File: src/rtl/core/euler_scale_translate_matrix_macros.svh
// Assertion macros shared by the transform block
`ifndef EULER_SCALE_TRANSLATE_MATRIX_MACROS_SVH
`define EULER_SCALE_TRANSLATE_MATRIX_MACROS_SVH

// condition must hold in the same cycle
`define ESM_ASSERT_NOW(lbl, ante, cons) \
  lbl: assert property (@(posedge clk) disable iff (rst) (ante) |-> (cons)) \
    else $error("transform check failed");

// condition must hold in the next cycle
`define ESM_ASSERT_NEXT(lbl, ante, cons) \
  lbl: assert property (@(posedge clk) disable iff (rst) (ante) |=> (cons)) \
    else $error("transform check failed");

`endif

File: src/rtl/core/esm_pkg.sv
// Shared types, constants and tables for the transform block
`timescale 1ns / 1ps
package esm_pkg;
  localparam int TURN_UNITS    = 23040;
  localparam int QUARTER_UNITS = 5760;
  localparam int ATAN_ENTRIES  = 24;
  localparam int UNIT_W        = 18;
  localparam int CW            = 33;
  localparam int ZW            = 25;
  localparam int WIDE_W        = 54;
  localparam int T16_W         = 22;
  localparam int PROD_W        = 38;
  localparam logic signed [CW-1:0] GAIN_Q30 = 33'sd652032874;

  typedef logic signed [UNIT_W-1:0] unit_t;
  typedef logic signed [WIDE_W-1:0] wide_t;

  typedef struct packed {
    unit_t c;
    unit_t s;
  } sincos_t;

  typedef struct packed {
    logic signed [15:0] sx;
    logic signed [15:0] sy;
    logic signed [15:0] sz;
    logic [95:0]        pos;
  } side_t;

  function automatic logic signed [ZW-1:0] atan_deg16(input int i);
    logic signed [ZW-1:0] v;
    unique case (i)
      0:  v = 25'sd2949120;
      1:  v = 25'sd1740967;
      2:  v = 25'sd919879;
      3:  v = 25'sd466945;
      4:  v = 25'sd234379;
      5:  v = 25'sd117304;
      6:  v = 25'sd58666;
      7:  v = 25'sd29335;
      8:  v = 25'sd14668;
      9:  v = 25'sd7334;
      10: v = 25'sd3667;
      11: v = 25'sd1833;
      12: v = 25'sd917;
      13: v = 25'sd458;
      14: v = 25'sd229;
      15: v = 25'sd115;
      16: v = 25'sd57;
      17: v = 25'sd29;
      18: v = 25'sd14;
      19: v = 25'sd7;
      20: v = 25'sd4;
      21: v = 25'sd2;
      22: v = 25'sd1;
      default: v = '0;
    endcase
    return v;
  endfunction

  function automatic unit_t clamp_unit(input logic signed [CW-1:0] v);
    unit_t r;
    priority if (v > 33'sd65536) begin
      r = 18'sd65536;
    end else if (v < -33'sd65536) begin
      r = -18'sd65536;
    end else begin
      r = v[UNIT_W-1:0];
    end
    return r;
  endfunction
endpackage

File: src/rtl/core/esm_cordic.sv
// Angle reduction and pipelined rotation CORDIC giving cosine and sine
`timescale 1ns / 1ps
module esm_cordic #(
  parameter int STAGES = 16
) (
  input  logic               clk,
  input  logic               en,
  input  logic signed [15:0] angle,
  output esm_pkg::sincos_t   sc
);
  import esm_pkg::*;

  logic [14:0]           m;
  logic [14:0]           m_next;
  logic [1:0]            q_next;
  logic [12:0]           r_next;
  logic signed [CW-1:0]  x [0:STAGES];
  logic signed [CW-1:0]  y [0:STAGES];
  logic signed [ZW-1:0]  z [0:STAGES];
  logic [1:0]            q [0:STAGES];
  logic signed [CW-1:0]  xr;
  logic signed [CW-1:0]  yr;
  unit_t                 c;
  unit_t                 s;
  sincos_t               sc_next;
  logic signed [16:0]    a;

  assign a = 17'(angle);

  always_comb begin
    priority if (a < -17'sd23040) begin
      m_next = 15'(a + 17'sd46080);
    end else if (a < 17'sd0) begin
      m_next = 15'(a + 17'sd23040);
    end else if (a >= 17'sd23040) begin
      m_next = 15'(a - 17'sd23040);
    end else begin
      m_next = a[14:0];
    end
  end

  always_comb begin
    priority if (m >= 15'(3 * QUARTER_UNITS)) begin
      q_next = 2'd3;
      r_next = 13'(m - 15'(3 * QUARTER_UNITS));
    end else if (m >= 15'(2 * QUARTER_UNITS)) begin
      q_next = 2'd2;
      r_next = 13'(m - 15'(2 * QUARTER_UNITS));
    end else if (m >= 15'(QUARTER_UNITS)) begin
      q_next = 2'd1;
      r_next = 13'(m - 15'(QUARTER_UNITS));
    end else begin
      q_next = 2'd0;
      r_next = m[12:0];
    end
  end

  always_ff @(posedge clk) begin
    if (en) begin
      m    <= m_next;
      q[0] <= q_next;
      z[0] <= ZW'({r_next, 10'b0});
    end
  end

  assign x[0] = GAIN_Q30;
  assign y[0] = '0;

  for (genvar i = 0; i < STAGES; i++) begin : g_iter
    localparam logic signed [ZW-1:0] ATAN = atan_deg16(i);
    always_ff @(posedge clk) begin
      if (en) begin
        q[i+1] <= q[i];
        if (!z[i][ZW-1]) begin
          x[i+1] <= x[i] - (y[i] >>> i);
          y[i+1] <= y[i] + (x[i] >>> i);
          z[i+1] <= z[i] - ATAN;
        end else begin
          x[i+1] <= x[i] + (y[i] >>> i);
          y[i+1] <= y[i] - (x[i] >>> i);
          z[i+1] <= z[i] + ATAN;
        end
      end
    end
  end

  assign xr = (x[STAGES] + 33'sd8192) >>> 14;
  assign yr = (y[STAGES] + 33'sd8192) >>> 14;
  assign c  = clamp_unit(xr);
  assign s  = clamp_unit(yr);

  always_comb begin
    unique case (q[STAGES])
      2'd0: begin sc_next.c = c;  sc_next.s = s;  end
      2'd1: begin sc_next.c = -s; sc_next.s = c;  end
      2'd2: begin sc_next.c = -c; sc_next.s = -s; end
      default: begin sc_next.c = s; sc_next.s = -c; end
    endcase
  end

  always_ff @(posedge clk) begin
    if (en) begin
      sc <= sc_next;
    end
  end
endmodule
File: config.mk
export PLATFORM = sky130hd
export DESIGN_NAME = esm_cordic
export DESIGN_NICKNAME = d
export VERILOG_FILES = /design/src/rtl/core/euler_scale_translate_matrix_macros.svh /design/src/rtl/core/esm_pkg.sv /design/src/rtl/core/esm_cordic.sv
export SDC_FILE = /design/constraint.sdc
export NUM_CORES = 2
export LEC_CHECK = 0
export ABC_AREA = 0
export BUFFER_PORTS_ARGS = -buffer_cell sky130_fd_sc_hd__buf_2
export CAP_MARGIN = 20
export CORE_ASPECT_RATIO = 1.25
export CORE_MARGIN = 2
export CORE_UTILIZATION = 65
export CTS_CLUSTER_SIZE = 28
export DETAILED_ROUTE_END_ITERATION = 10
export HOLD_SLACK_MARGIN = 0.1
export PLACE_DENSITY = 0.85
export SYNTH_ARGS = -nofsm -noshare
export SYNTH_HDL_FRONTEND = slang
export SYNTH_SLANG_ARGS = --single-unit
File: constraint.sdc
create_clock -name clk -period 14.2 [get_ports clk]
set_input_delay 0.71 -clock clk [delete_from_list [all_inputs] [get_ports clk]]
set_output_delay 0.71 -clock clk [all_outputs]
set_load 0.01 [all_outputs]
Yosys cells after proc, flatten, opt, wreduce, memory -nomap -nowiden
Memories as Yosys holds them, arrays and structs flattened.
Cells that the tools add are included.
{"block": "classes", "n_addsub": 102, "n_mux": 159, "n_bitwise": 16, "order_cmp": 10, "reduce_logical": 1, "n_eq_ne": 2}
{"operator": "two-way mux 33 bit", "n": 31}
{"operator": "two-way mux 25 bit", "n": 16}
{"operator": "one-hot mux 36 bit (3 select lines)", "n": 1}
{"operator": "two-way mux 1 bit", "n": 99}
{"operator": "two-way mux 18 bit", "n": 4}
{"operator": "adder 33 x 15 -> 33 bit, second input constant", "n": 2}
{"operator": "adder 33 x 18 -> 33 bit", "n": 2}
{"operator": "adder 33 x 19 -> 33 bit", "n": 2}
{"operator": "adder 33 x 20 -> 33 bit", "n": 2}
{"operator": "adder 33 x 21 -> 33 bit", "n": 2}
{"operator": "adder 33 x 22 -> 33 bit", "n": 2}
{"operator": "adder 33 x 23 -> 33 bit", "n": 2}
{"operator": "adder 33 x 24 -> 33 bit", "n": 2}
{"operator": "adder 33 x 25 -> 33 bit", "n": 2}
{"operator": "adder 33 x 26 -> 33 bit", "n": 2}
{"operator": "adder 33 x 27 -> 33 bit", "n": 2}
{"operator": "adder 33 x 28 -> 33 bit", "n": 2}
{"operator": "adder 33 x 29 -> 33 bit", "n": 2}
{"operator": "adder 33 x 30 -> 33 bit", "n": 2}
{"operator": "adder 33 x 31 -> 33 bit", "n": 2}
{"operator": "subtractor 33 x 18 -> 33 bit", "n": 2}
{"operator": "subtractor 33 x 19 -> 33 bit", "n": 2}
{"operator": "subtractor 33 x 20 -> 33 bit", "n": 2}
{"operator": "subtractor 33 x 21 -> 33 bit", "n": 2}
{"operator": "67 further kinds", "n": 101}
{"block": "totals", "inputBits": 18, "n_memories": 2, "wordCells": 326, "regBits": 1074, "mem_bits_rw": 459, "out_inout_bits": 36}
{"memory": "z", "words": 17, "width": 25, "rd": 16, "rd_ports_with_merged_regs": 0, "write_ports": 17, "line": "esm_cordic.sv:19", "text": "logic signed [ZW-1:0] z [0:STAGES];"}
{"memory": "q", "words": 17, "width": 2, "rd": 17, "rd_ports_with_merged_regs": 0, "write_ports": 17, "line": "esm_cordic.sv:20", "text": "logic [1:0] q [0:STAGES];"}

Depth between registers and ports, before layout
{"block": "logic_depth", "ltp_word": 6, "depth_mapped": 22, "mapped_depth_nobuf": 22}

Worst setup path before layout
OpenSTA, ideal clock, no wires.
{"block": "synth_path", "path_type": "input-to-reg", "startpoint": "input en", "endpoint": "memory z[14][24] (data pin)", "required_ns": 13.941, "path_stages": 16, "t_arrival_ns": 4.484, "path_slack_ns": 9.457, "setup_ns": 0.259, "path_buffers": 3, "cell_sequence": "clkbuf_1 -> clkbuf_1 -> clkbuf_1 -> nand2_1 -> ha_1 -> or2_2 -> a21oi_1 -> inv_1 -> a31o_2 -> or4_1 -> a31o_2 -> a21oi_1 -> o21ai_0 -> a21o_1 -> a21oi_1 -> xnor2_1"}
{"element": "from (decl)", "line": "esm_cordic.sv:7", "text": "input logic en,"}
{"element": "to (decl)", "line": "esm_cordic.sv:19"}

==> results.txt <==
Die Y = 461 um
Syn Nets = 12500
Vias in the first global route = 85200
Netlist cell types = 94
Max-slew violations = 0
Synth async-reset ratio = 0%
Drt first pass iters = 8
P&R area growth vs syn = 6.66%
Startpoint Class = input pin
Die Wd = 370 um
Multiplexer area fraction after synthesis = 1.38%
Hold Crit Class = in -> reg
Slew @ Worst Pin = 1.23 ns
CP arrival = 6.35 ns
Clock root buffer = clkbuf_16
Clock Path Buffers = 3
Final nets = 12500
Setup TNS = 0 ns
Highest routed layer = met5
Buffer and inverter count on the worst path = 3
Synthesized-area fraction occupied by and/or/nand/nor cells = 13.8%
Initial antenna violation count = 1
GRT Total Usage = 33.3%
Slowest-stage cell, CP = buf_4
Mapped Cells = 11200
Vias = 86700
Avg WL per Cell = 21.3 um
DRC violations left = 0
Htree depth = 4
CP Data Required Time = 14.75 ns
Adder-cell share of the synthesized area = 14.5%
Core Box Area = 0.166 mm2
Sequential-to-total area share from yosys stat = 36.5%
Syn Area/Cell = 9.67 um2
Largest family of logic cells by synthesized area = compound AO/OA/AOI/OAI gates
Clk_lat worst skew = 0.81 ns
I/O pins = 54
Met3 wire length = 14000 um
Slowest stage delay, CP = 0.82 ns
CTS Buf Count = 142
Cell mode on critical path = a21oi_1
Post-DP HPWL = 226000 um
Register bit total from synthesis = 1321
CP Class = in -> reg
Commonest non-fill, non-tap cells in the layout = 1321 x edfxtp_1, 1208 x ha_1, 1173 x a21oi_1, 1100 x xnor2_1, 1064 x nor2_1
Critical path cell sequence = buf_12 -> buf_4 -> buf_4 -> nand2_1 -> ha_1 -> a21o_1 -> a21oi_1 -> o21ai_0 -> a31o_2 -> or4_1 -> a31o_2 -> a21oi_1 -> o21ai_0 -> a21o_1 -> a21oi_1 -> xnor2_1
Hold Fails Final Rpt = 0
Max Cap Violations = 0
CTS Sinks = 1321
Global-route wire length before repair = 451000 um
Post-DRT Antenna Nets = 0
Post-synth top area cell = edfxtp_1
Synth Area in Compound Gates = 18.3%
Worst-path fanout max = 84
Primary FF master, synth = edfxtp_1
Most common cell after layout, fill and taps aside = edfxtp_1
CP Capture Type = flip-flop
Total grt overflow = 0
Synth top area cells = edfxtp_1 36%, ha_1 14%, xnor2_1 8.9%
Starting Density = 65.5%
Met1 WL = 107000 um
Metal2 WL = 145000 um
Area share of the largest cell type after synthesis = 36.5%
Final Cycle Share = 40.8%
Max transition margin = 18.1%
CTS tree = yes
Synth Warn # = 0
Final WL = 290000 um
PortBufs = 53
Routed vias/inst = 6.38
Share of cells above drive strength 1 = 4.44%
Post-CTS sizing = 0
Final GP Congestion = 0.986
Largest net degree at the start of global routing = 167
FP Rows = 167
Drt first-iter violations = 6688
Final core occ = 69.9%
Cell family with most CP delay = compound AO/OA/AOI/OAI gates
Mapped Area = 0.109 mm2
Clock-pin slew on the worst setup and hold paths = 0.06 ns
Setup Skew = 0.0211 ns
Outcome = finished clean
Unrepaired setup endpoints after global routing = no
Die area = 0.171 mm2
Post-synth EDFFs = 1321
N_diodes = 0
Post-layout min period = 5.80 ns
F_max = 172 MHz
Post-synthesis xor/xnor area fraction = 13.2%
Setup violations, final = 0
[per-layer routing]
layer,vias to the layer above,GRT usage [%]
met3,1061,4.33
met4,2,24.4
met1,41100,35.9
li1,41600,-
met2,2966,59.6
met5,-,0
[flip-flops by register name, indices dropped and copies added (netlist names)]
name,cells
q,34
x,452
sc,36
m,15
z,334
y,450
[stage by stage]
step           hold slack, ns  std cells  cell area, um2  worst slack (ns)
3_5_place_dp            0.405      13300          111000              7.67
6_report                0.167      13600          116000              8.40
2_1_floorplan           0.400      11200          109000              9.46
4_1_cts                 0.100      13600          116000              8.53
5_1_grt                 0.132      13600          116000              7.93
3_3_place_gp            0.401      13300          111000              7.77
[final cells by class]
type,count,area [um2]
fill,12600,49900
multi-input combinational,9252,66500
clock buffer,165,3700
timing repair buffer,113,751
tap,2197,2750
inverter,452,1700
clock inverter,91,882
sequential,1321,39700
[cell families (layout without fill, tap and decap cells)]
| group | count (synthesis) | in the layout |
|---|---|---|
| multiplexers | 132 | 132 |
| buffers and inverters | 671 | 821 |
| XOR/XNOR | 1643 | 1643 |
| adder cells (fa/ha/maj) | 1241 | 1241 |
| flip-flops | 1321 | 1321 |
| AND/OR/NAND/NOR | 3101 | 3101 |
| other | 1 | 1 |
| AO/OA/AOI/OAI | 3134 | 3134 |
[final timing paths]
path | start | end | slack (ns) | depth (start not counted)
max | en | z[14][24]$_DFFE_PP_ | 8.40 | 16
min | angle[4] | m[4]$_DFFE_PP_ | 0.17 | 1
max reg2reg | x[16]$_DFFE_PP_ | sc[34]$_DFFE_PP_ | 8.42 | 20
min reg2reg | q[0][14]$_DFFE_PP_ | q[0][16]$_DFFE_PP_ | 0.42 | 0
[synth_stat cells, drive strengths merged (64+ instances only)]
cell    count
nor3      349
a21oi    1175
o21ai     481
a31oi      96
clkbuf    162
mux2       67
nor2     1064
nand2     559
xor2      543
xnor2    1100
edfxtp   1321
and3       95
o21bai    117
nand4      65
a211oi     99
a21o      479
nor4      117
ha       1208
and2       64
or3        75
o21a      190
nand3     181
inv       452
nand2b    173
nor2b     156
[what timing repair did]
item	CTS	global route
hold endpoints to repair	6	0
hold buffers	6	0
setup buffers	0	0
Power is left out: the tool's default activity adds up to more than one toggle a clock period on the data nets, which glitch-free logic cannot reach.
